--- src/rtl/qre_pkg.sv ---
// Package for the QC-LDPC row expander: sizes, command and register codes,
// state encoding and the structs shared by the walker, result FIFO and top.
// No dependencies.
package qre_pkg;

  // Sizing
  localparam int MAX_BASE_COLS = 32;
  localparam int MAX_LIFT      = 128;
  localparam int TABLE_DEPTH   = 512;
  localparam int RESULT_LIMIT  = 32;
  localparam int COL_LIMIT     = (MAX_BASE_COLS < RESULT_LIMIT) ? MAX_BASE_COLS : RESULT_LIMIT;

  localparam int ADDR_W      = $clog2(TABLE_DEPTH);
  localparam int COL_W       = $clog2(COL_LIMIT + 1);
  localparam int Z_W         = $clog2(MAX_LIFT + 1);
  localparam int SHIFT_W     = 8;
  localparam int SHIFT_IDX_W = SHIFT_W - 1;
  localparam int SHIFT_RANGE = 1 << SHIFT_IDX_W;
  localparam int SUM_W       = SHIFT_IDX_W + 1;
  localparam int CMP_W       = (Z_W > SUM_W) ? Z_W : SUM_W;
  localparam int POS_W       = 12;
  localparam int CIDX_W      = 12;
  localparam int ORD_W       = 6;

  // Result FIFO
  localparam int FIFO_DEPTH = 8;
  localparam int FIFO_AW    = $clog2(FIFO_DEPTH);
  localparam int FIFO_CW    = $clog2(FIFO_DEPTH + 1);

  // Empty circulant marker stored in the base table
  localparam logic [SHIFT_W-1:0] SHIFT_EMPTY = '1;

  // Commands
  localparam logic CMD_LOAD   = 1'b0;
  localparam logic CMD_EXPAND = 1'b1;

  typedef enum logic [2:0] {
    REG_QC_WIDTH   = 3'd0,
    REG_X_OFFSET   = 3'd1,
    REG_Y_OFFSET   = 3'd2,
    REG_SUB_WIDTH  = 3'd3,
    REG_SUB_HEIGHT = 3'd4,
    REG_LIFT_SIZE  = 3'd5
  } reg_idx_t;

  typedef enum logic [2:0] {
    ST_CLEAR,
    ST_IDLE,
    ST_WALK,
    ST_DRAIN,
    ST_FINISH
  } state_t;

  // Configuration as seen by the walker (width and z already clamped)
  typedef struct packed {
    logic [5:0]       qc_width;
    logic [4:0]       x_offset;
    logic [3:0]       y_offset;
    logic [COL_W-1:0] width;
    logic [4:0]       sub_height;
    logic [Z_W-1:0]   z;
  } cfg_t;

  typedef struct packed {
    logic               command;
    logic [8:0]         base_position;
    logic [SHIFT_W-1:0] shift_value;
    logic [3:0]         block_row;
    logic [6:0]         row_in_cell;
  } req_t;

  typedef struct packed {
    logic [CIDX_W-1:0] column_index;
    logic [ORD_W-1:0]  ordinal;
    logic              is_last;
    logic              empty_row;
    logic              row_error;
  } res_t;

endpackage

--- src/rtl/qre_fifo.sv ---
// Small result FIFO between the row walker and the output stream.
// Depends on qre_pkg (res_t, FIFO sizes).
module qre_fifo
  import qre_pkg::*;
(
  input  logic               clk,
  input  logic               rst,
  input  logic               push,
  input  res_t               push_data,
  output logic               head_valid,
  input  logic               head_ready,
  output res_t               head,
  output logic [FIFO_CW-1:0] count
);

  res_t               slots [FIFO_DEPTH];
  logic [FIFO_AW-1:0] wr_ptr;
  logic [FIFO_AW-1:0] rd_ptr;
  logic               pop;

  assign head_valid = (count != '0);
  assign head       = slots[rd_ptr];
  assign pop        = head_valid && head_ready;

  // Storage; the walker never pushes into a full FIFO
  always_ff @(posedge clk) begin
    if (push) begin
      slots[wr_ptr] <= push_data;
    end
  end

  // Pointers and fill level
  always_ff @(posedge clk) begin
    if (rst) begin
      wr_ptr <= '0;
      rd_ptr <= '0;
      count  <= '0;
    end else begin
      if (push) begin
        wr_ptr <= wr_ptr + 1'b1;
      end
      if (pop) begin
        rd_ptr <= rd_ptr + 1'b1;
      end
      unique case ({push, pop})
        2'b10:   count <= count + 1'b1;
        2'b01:   count <= count - 1'b1;
        default: count <= count;
      endcase
    end
  end

endmodule

--- config.mk ---
export PLATFORM = sky130hd
export DESIGN_NAME = qre_fifo
export DESIGN_NICKNAME = d
export VERILOG_FILES = /design/src/rtl/qre_pkg.sv /design/src/rtl/qre_fifo.sv
export SDC_FILE = /design/constraint.sdc
export NUM_CORES = 1
export LEC_CHECK = 0
export BUFFER_PORTS_ARGS = -buffer_cell sky130_fd_sc_hd__buf_2
export CAP_MARGIN = 10
export CORE_MARGIN = 2
export CORE_UTILIZATION = 54
export DETAILED_ROUTE_END_ITERATION = 8
export PLACE_DENSITY = 0.73
export SLEW_MARGIN = 0
export SYNTH_ARGS = -nofsm -noshare
export SYNTH_HDL_FRONTEND = slang
export SYNTH_SLANG_ARGS = --single-unit
--- constraint.sdc ---
create_clock -name clk -period 2.8 [get_ports clk]
set_input_delay 0.42 -clock clk [delete_from_list [all_inputs] [get_ports clk]]
set_output_delay 0.42 -clock clk [all_outputs]
set_load 0.02 [all_outputs]
# Yosys cells after proc, flatten, opt, wreduce, memory -nomap -nowiden

Memory sizes are Yosys's and may differ from the RTL's. A register that Yosys moved wholly into a read port is not among the register bits.
Index checks and enable logic that the tools add are counted.

Reduce and logical (&&, ||, !) cells: 3
Add/sub/neg operators: 4
Mux-type cells: 5
Equality and inequality tests: 2

Operators by type and width:

| operator                                         | count |
|---|---|
| case mux 4 bit (2 select lines)                  | 1 |
| adder 3 x 1 -> 3 bit, second input constant      | 2 |
| 2-to-1 mux 3 bit                                 | 2 |
| adder 4 x 1 -> 4 bit, second input constant      | 1 |
| nonzero test 4 bit                               | 1 |
| subtractor 4 x 1 -> 4 bit, second input constant | 1 |
| == test 2 x 1 -> 1 bit, second input constant    | 1 |
| == test 2 bit, second input constant             | 1 |
| 2-to-1 mux 1 bit                                 | 2 |
| nonzero test 2 bit                               | 1 |
| logical AND 1 bit                                | 1 |

Output and inout bits: 26
Memories kept: 1
Bits in writable memories: 168
Bits in registers: 10

Memory list:

| name  | words | bits a word | read ports | clocked after Yosys merged registers in | wr ports | RTL line       | text |
|---|---|---|---|---|---|---|---|
| slots | 8     | 21          | 1          | 1                                       | 1        | qre_fifo.sv:16 | `res_t slots [FIFO_DEPTH];` |

# Depth between registers and ports, before layout

Gate-level depths: netlist of run 1.

Depth in word-level cells: 4
Mapped depth: 10
Gate-level depth less buffers: 10

# Worst setup path before layout of run 1

No wires, ideal clock.

Path type: flip-flop to flip-flop
From: register count[0]
To: register count[3]
Arrival: 2.406 ns
Clock period less this slack: 2.527 ns
Slack: 0.273 ns
Library setup time: 0.121 ns
Stages on the path, launching flop included: 10
Path buffers: 1
Cells stage by stage: dfxtp_1 or4_4 nand2_1 inv_1 ha_1 clkbuf_1 nor4b_1 o21ai_0 o31ai_1 mux2_2

Cells in the longest elaborated chain, start to end: 4
Elaborated cells on any way between the ends: 8

Ends and longest elaborated chain:

| what                                                                         | RTL line       | text |
|---|---|---|
| start: declaration                                                           | qre_fifo.sv:13 | `output logic [FIFO_CW-1:0] count` |
| start signal: assignment                                                     | qre_fifo.sv:46 | `2'b10: count <= count + 1'b1;` |
| start signal: assignment                                                     | qre_fifo.sv:47 | `2'b01: count <= count - 1'b1;` |
| start signal: assignment                                                     | qre_fifo.sv:48 | `default: count <= count;` |
| nonzero test 4 bit *                                                         | qre_fifo.sv:21 | `assign head_valid = (count != '0);` |
| net head_valid                                                               | qre_fifo.sv:10 | `output logic head_valid,` |
| logical AND 1 bit *                                                          | qre_fifo.sv:23 | `assign pop = head_valid && head_ready;` |
| == test 2 x 1 -> 1 bit / == test 2 bit (equally long branches)               | qre_fifo.sv:45 | `unique case ({push, pop})` |
| case mux 4 bit (2 select lines) / nonzero test 2 bit (equally long branches) | -              |  |

Mark *: on every way through the listed nets, which the timed path passes. The rest lies on a longest branch.
A chain may end at the register's enable or synchronous reset.

==> results.ini, run 1 <==
[critical_path]
crit_path_end_kind = output pin
critical_path.max_stage_delay_ns = 0.57
arrival_ns = 2.26
r2r_slack_ns = 0.21
critical-path-slowest-cell = dfxtp_2
path_buf_inv = 2
critPathTopFamily = multiplexers
crit_path_start_kind = flop
critPathKind = reg2out
critPathMaxFanout = 18
critPathRequiredTime_ns = 2.38
worstPathCellList = buf_12 > mux4_1 > mux2_2 > buf_2

[cts]
cts_tree = yes
cts_max_path_buffers = 2
hold_buffers = 0
cts_inserted_buffers = 17
root_buffer = clkbuf_16
cts_resized = 0
clk_latency_ns = 0.42
h-tree-depth = 4
cts_setup_buffers = 0
cts.sinks = 181
clkTransAtPathRegs_ns = 0.07

[die]
start_util_pct = 55.7
die_width_um = 119
core_region_area_um2 = 12700
dieArea_um2 = 14100
rows = 41
die_h_um = 119
pin_count = 51

[power]
p_int_mw = 4.77
ir_worst_vdd_mv = 0.431
switching_power_mw = 1.57
p_leak_nw = 2.79
seqPwrFrac_pct = 49.0
pwr-share-clk_pct = 34.8
power_density_nw_per_um2 = 775
combPwrFrac_pct = 16.2
finalPower_mw = 6.34
p_sw_share_pct = 24.8

[synth]
syn_area_per_cell_um2 = 22.4
syn_nets = 346
syn_inst = 316
yosysUniqueCellTypes = 24
syn_area_um2 = 7090
ys_top_cells_by_area = edfxtp_1, mux4_1, dfxtp_1
seq_area_frac_synth_pct = 74.8
synth-seq-cells = 181
synth_top_area_share_pct = 71.1
yosysWarnings = 0
synth_top_cell_by_area = edfxtp_1

[global_route]
grt_pass1_vias = 3314
grt_pass1_wl_um = 18800
grt_overflow = 0
grt_usage_pct = 18.5
grt_max_degree = 43
grt_antenna_before_repair = 0

[routing]
wl_met2_um = 6240
wl_met3_um = 486
postRouteAntennaNets = 0
vias = 3250
met1_length_um = 5130
wl_um = 12000
drt_first_iter_violations = 245
dr.pass1.iters = 6
drc = 0
via_per_inst = 5.69
top_layer = met4
wl_per_cell_um = 21.1

[sta]
layout_worst_path_cycle_share_pct = 95.8
clock_skew_ns = 0.00886
rsz0062_at_grt = no
hold_slack_ns = 0.259
layout_min_cycle_time_ns = 2.68
layout_setup_ws_ns = 0.117
relSlewSlack_pct = 64.4
finalSetupViolations = 0
hold_violations = 0
totalNegativeSetupSlack_ns = 0
slew_viol_final = 0
worstMarginPinSlew_ns = 0.534
fmax_ghz = 0.373

[finish]
drive_gt1_share_pct = 32.3
final_common_cell = edfxtp_1
final_cell_mix = edfxtp_1, buf_2, mux4_1
syn_to_final_growth_pct = 15.5
num_antenna_cells = 0
final_core_util_pct = 64.4
nNetsFinal = 417
nFillCells = 876

[min_path]
hp-class = in2reg

[placement]
dp_slack_ns = 0.227
hpwlAfterDp_um = 6910
gp_congestion = 0.717
port_buffers = 50

[run]
drv_cap = 0

[status]
status = finished clean

==> state kept, by name, summed over array words and instances, names as in the netlist, named ones only <==
register / flops
wr_ptr: 3
count: 4
slots: 168
rd_ptr: 3
==> cell usage after synthesis (all sizes together) <==
cell      n
nor2b     2
mux2     22
xor2      6
a21oi     4
nand3     2
ha        5
nand2     7
mux4     42
nor2     14
edfxtp  168
o31ai     1
dfxtp    13
nor3      2
buf       5
inv       2
nor4bb    1
mux2i     2
or3       1
or4       1
nor4b     1
clkbuf    9
nand2b    3
o21ai     3
==> power groups by stage <==
stage | sequential (mW) | clock [mW] | combinational [mW]
4_1_cts | 3.11 | 2.25 | 1.05
6_report | 3.11 | 2.21 | 1.03
2_1_floorplan | 3.16 | 0 | 0.756
5_1_grt | 3.12 | 2.35 | 1.11
3_3_place_gp | 3.16 | 0 | 1.02
3_5_place_dp | 3.17 | 0 | 1.04
==> per-stage QoR <==
stage	cell area [µm²]	std cells
2_1_floorplan	7090	316
3_3_place_gp	7640	540
3_5_place_dp	7640	540
4_1_cts	8190	571
5_1_grt	8190	571
6_report	8190	571
==> routing by layer <==
| layer | track usage [%] | vias up |
|---|---|---|
| li1 | - | 1477 |
| met1 | 23.5 | 1693 |
| met2 | 31.1 | 65 |
| met3 | 4.68 | 15 |
| met4 | 6.47 | 0 |
| met5 | 0 | - |
==> final cells by class <==
| cell class | instances | area [µm²] | area share, % |
|---|---|---|---|
| sequential | 181 | 5310 | 64.8 |
| multi-input combinational | 119 | 1710 | 20.9 |
| clock buffer | 18 | 429 | 5.24 |
| timing repair buffer | 66 | 395 | 4.83 |
| tap | 172 | 215 | 2.63 |
| clock inverter | 13 | 123 | 1.50 |
| inverter | 2 | 7.51 | 0.0917 |
==> logic make-up (layout without fill, tap and decap cells) <==
kind of cell | after synthesis | in the layout | share of synthesized area (%)
and+or+nand+nor | 34 | 34 | 2.35
adders and majority gates | 5 | 5 | 0.882
muxes | 66 | 66 | 19.2
xor gates and xnor gates | 6 | 6 | 0.741
buffers and inverters | 16 | 99 | 1.38
DFF | 181 | 181 | 74.8
AOI/OAI and AO/OA | 8 | 8 | 0.600
==> path summary, 6_finish.rpt <==
kind                                    end  cells after the start    startpoint
worst max-delay path                head[4]                      4          flop
worst min-delay path            slots[3][4]                      1  push_data[4]
worst max register to register     count[3]                      8      count[0]
worst min register to register         flop                      2     rd_ptr[1]
Note: power is estimated with default switching activity, not from simulation.
==> run 2: changes to the inputs <==
--- a/config.mk
+++ b/config.mk
@@ -8,10 +8,9 @@
 export BUFFER_PORTS_ARGS = -buffer_cell sky130_fd_sc_hd__buf_2
 export CAP_MARGIN = 10
 export CORE_MARGIN = 2
-export CORE_UTILIZATION = 54
+export CORE_UTILIZATION = 35
 export DETAILED_ROUTE_END_ITERATION = 8
-export PLACE_DENSITY = 0.73
-export SLEW_MARGIN = 0
+export SLEW_MARGIN = 10
 export SYNTH_ARGS = -nofsm -noshare
 export SYNTH_HDL_FRONTEND = slang
 export SYNTH_SLANG_ARGS = --single-unit
==> results.ini, run 2 (same netlist as run 1, synthesis figures left out) <==
[status]
status = finished clean

[die]
core_region_area_um2 = 20000
die_width_um = 146
pin_count = 51
rows = 52
die_h_um = 146
start_util_pct = 35.4
dieArea_um2 = 21400

[min_path]
hp-class = in2reg

[finish]
regMostFlops = slots
largest_registers = slots (168), count (4)
fin_area_um2 = 8340
num_antenna_cells = 0
largest_reg_flops = 168
regArea_um2 = 5310
multi_input_area_um2 = 1710
final_common_cell = edfxtp_1
nFillCells = 1776
final_cell_mix = edfxtp_1, buf_2, mux4_1
nNetsFinal = 416
syn_to_final_growth_pct = 17.6
final_cells = 669
drive_gt1_share_pct = 32.1

[power]
p_leak_nw = 2.82
power_density_nw_per_um2 = 771
ir_worst_vdd_mv = 0.548

[sta]
rsz0062_at_grt = no
layout_min_cycle_time_ns = 2.56
hold_violations = 0
finalSetupViolations = 0
worstMarginPinSlew_ns = 0.385
relSlewSlack_pct = 74.3
hold_slack_ns = 0.269
totalNegativeSetupSlack_ns = 0
fmax_ghz = 0.390
clock_skew_ns = 0.00843
layout_worst_path_cycle_share_pct = 91.5
slew_viol_final = 0

[routing]
wl_um = 12700
via_per_inst = 4.85
drc = 0
drt_first_iter_violations = 160
dr.pass1.iters = 4
vias = 3242
postRouteAntennaNets = 0
wl_per_cell_um = 18.9

[placement]
placed_area_um2 = 7750
port_buffers = 50
hpwlAfterDp_um = 7200
dp.cells = 637
gp_congestion = 0.749

[global_route]
grt_overflow = 0
grt_util_met3_pct = 4.06
grt_pass1_wl_um = 19700
grt_max_degree = 43
gr-usage-met2_pct = 20.4
met1_usage_pct = 15.9
grt_pass1_vias = 3453
grt_antenna_before_repair = 1
grt_usage_pct = 12.6
top_usage_layer = met2

[cts]
clk_latency_ns = 0.42
cts_resized = 0
cts_tree = yes
hold_buffers = 0
cts_inserted_buffers = 17
cts.sinks = 181
clkTransAtPathRegs_ns = 0.07
cts_setup_buffers = 0
cts_max_path_buffers = 2
h-tree-depth = 4
root_buffer = clkbuf_16

[critical_path]
critPathMaxFanout = 42
critical_path.max_stage_delay_ns = 0.61
worstPathCellList = buf_12 > mux4_1 > mux2_2 > buf_2
critPathRequiredTime_ns = 2.38
crit_path_start_kind = flop
crit_path_end_kind = output pin
critical-path-slowest-cell = mux4_1
arrival_ns = 2.14
critPathKind = reg2out

[run]
drv_cap = 0

-- run 2: worst max-delay path, delay by kind of cell (launching register included) --
kind / cells / cell delay, ns
flip-flops: 1 / 0.35
multiplexers: 2 / 0.91
buffers and inverters: 2 / 0.45
-- run 2: path summary, 6_finish.rpt --
path | start | endpoint | slack [ns] | depth (start not counted)
worst max register to register | count[0] | count[2] | 0.30 | 10
worst min-delay path | push_data[16] | slots[4][16] | 0.27 | 1
worst max-delay path | flop | head[10] | 0.24 | 4
worst min register to register | rd_ptr[1] | rd_ptr[1] | 0.50 | 2
-- run 2: area by class of cell --
class / count / share of cell area [%]
Clock buffer: 26 / 6.63
Tap cell: 270 / 4.05
Inverter: 2 / 0.0900
Timing Repair Buffer: 65 / 4.65
Multi-Input combinational cell: 119 / 20.5
Sequential cell: 181 / 63.6
Clock inverter: 6 / 0.405
-- run 2: routing by layer --
layer,part of all wire (%),up-vias
met3,3.9,21
met4,1.9,2
met1,45,1687
met5,0.10,-
li1,-,1475
met2,50,57
-- run 2: where the power goes --
| part | internal, mW | switching, mW | leakage (nW) |
|---|---|---|---|
| clock | 1.36 | 0.923 | 0.297 |
| combinational | 0.492 | 0.557 | 0.887 |
| sequential | 3.04 | 0.0502 | 1.63 |
| total | 4.90 | 1.53 | 2.82 |
-- run 2: through the flow --
stage	setup slack, ns	utilization, %	power [mW]
6_report	0.237	41.6	6.43
5_1_grt	0.0853	41.6	6.70
4_1_cts	0.204	41.6	6.51
3_5_place_dp	0.316	38.7	4.21
3_3_place_gp	0.377	38.7	4.18
2_1_floorplan	0.273	-	3.91
==> run 3: changes to the inputs <==
--- a/config.mk
+++ b/config.mk
@@ -5,11 +5,11 @@
 export SDC_FILE = /design/constraint.sdc
 export NUM_CORES = 1
 export LEC_CHECK = 0
-export BUFFER_PORTS_ARGS = -buffer_cell sky130_fd_sc_hd__buf_2
 export CAP_MARGIN = 10
 export CORE_MARGIN = 2
-export CORE_UTILIZATION = 35
+export CORE_UTILIZATION = 40
 export DETAILED_ROUTE_END_ITERATION = 8
+export DONT_BUFFER_PORTS = 1
 export SLEW_MARGIN = 10
 export SYNTH_ARGS = -nofsm -noshare
 export SYNTH_HDL_FRONTEND = slang
==> results.ini, run 3 (same netlist as run 1, synthesis figures left out) <==
[critical_path]
arrival_ns = 2.99
crit_path_end_kind = flop
critPathTopFamily = simple AND/OR/NAND/NOR gates
path_buf_inv = 1
critical-path-slowest-cell = or4_4
critPathMaxFanout = 5
critPathKind = reg2reg
critPathRequiredTime_ns = 3.16
worstPathCellList = or4_4 > nand2_1 > inv_1 > ha_1 > xor2_1 > ha_1 > a21oi_1 > xor2_1 > or3_1 > a21oi_1
critical_path.max_stage_delay_ns = 0.63
r2r_slack_ns = 0.17
crit_path_start_kind = flop

[cts]
cts_inserted_buffers = 17
root_buffer = clkbuf_16
cts_max_path_buffers = 2
cts.sinks = 181
cts_tree = yes
clk_latency_ns = 0.42
h-tree-depth = 4
clkTransAtPathRegs_ns = 0.06

[finish]
largest_registers = slots (168), count (4)
largest_reg_flops = 168
nNetsFinal = 367
final_core_util_pct = 46.7
syn_to_final_growth_pct = 13.8
nFillCells = 1431
final_common_cell = edfxtp_1
drive_gt1_share_pct = 22.9
regMostFlops = slots
num_antenna_cells = 0
final_cell_mix = edfxtp_1, mux4_1, mux2_2

[die]
dieArea_um2 = 18800
start_util_pct = 41.0
die_width_um = 137
pin_count = 51
die_h_um = 137
core_region_area_um2 = 17300
rows = 48

[global_route]
grt_pass1_wl_um = 18200
grt_usage_pct = 13.8
grt_util_met3_pct = 4.96
grt_max_degree = 43
met1_usage_pct = 16.1
grt_antenna_before_repair = 0
grt_pass1_vias = 3244
grt_overflow = 0
top_usage_layer = met2
gr-usage-met2_pct = 23.2

[sta]
relSlewSlack_pct = 61.2
hold_violations = 0
slew_viol_final = 0
finalSetupViolations = 0
rsz0062_at_grt = no
layout_min_cycle_time_ns = 2.63
totalNegativeSetupSlack_ns = 0
worstMarginPinSlew_ns = 0.582
fmax_ghz = 0.380
layout_worst_path_cycle_share_pct = 94.0
clock_skew_ns = 0.0109

[power]
p_leak_nw = 2.62
ir_worst_vdd_mv = 0.457
power_density_nw_per_um2 = 796

[routing]
drt_first_iter_violations = 231
via_per_inst = 5.29
drc = 0
postRouteAntennaNets = 0
wl_per_cell_um = 21.1
vias = 3039
wl_um = 12100
dr.pass1.iters = 4

[status]
status = finished clean

[min_path]
hp-class = in2reg

[placement]
port_buffers = 0
gp_congestion = 0.662
hpwlAfterDp_um = 6820

[run]
drv_cap = 0

[run 3: area by class of cell]
type	count	area (µm²)	share of cell area, %
Timing Repair Buffer	16	145	1.80
Clock buffer	17	425	5.27
Tap cell	225	282	3.49
Inverter	2	7.51	0.0930
Sequential cell	181	5310	65.8
Multi-Input combinational cell	119	1720	21.3
Clock inverter	14	184	2.28
[run 3: metrics by stage]
step                      hold WS [ns]  instance area (µm²)  cells  worst slack [ns]  power (mW)
final                           0.0586                 8070    574             0.167        6.42
after floorplan                  0.454                 7090    316             0.273        3.91
after global routing            0.0384                 8070    574            0.0221        6.67
after CTS                       0.0379                 8060    574             0.142        6.50
after detailed placement         0.468                 7450    543             0.149        4.08
after global placement           0.469                 7450    543             0.237        4.07
[run 3: path summary, 6_finish.rpt]
kind	depth (start not counted)	from	to
hold / removal	1	rst	count[2]
setup reg to reg	10	count[3]	count[2]
hold reg to reg	2	rd_ptr[1]	flop
setup / recovery	10	count[3]	count[2]
[run 3: repair_timing]
| action | in CTS | in global routing |
|---|---|---|
| setup endpoints to repair | 0 | 1 |
| hold buffers | 0 | 0 |
| setup buffers | 0 | 0 |
| resized for setup | 0 | 1 |
[run 3: report_power, final]
| part | switching [mW] | internal (mW) | leakage, nW |
|---|---|---|---|
| registers | 0.0366 | 3.04 | 1.63 |
| clock network | 0.931 | 1.48 | 0.294 |
| logic | 0.510 | 0.422 | 0.690 |
[run 3: metal layers]
layer  wire (µm)  vias to the layer above
met5           0                        -
li1            -                     1377
met1        4900                     1583
met3         647                       11
met2        6370                       68
met4         166                        0
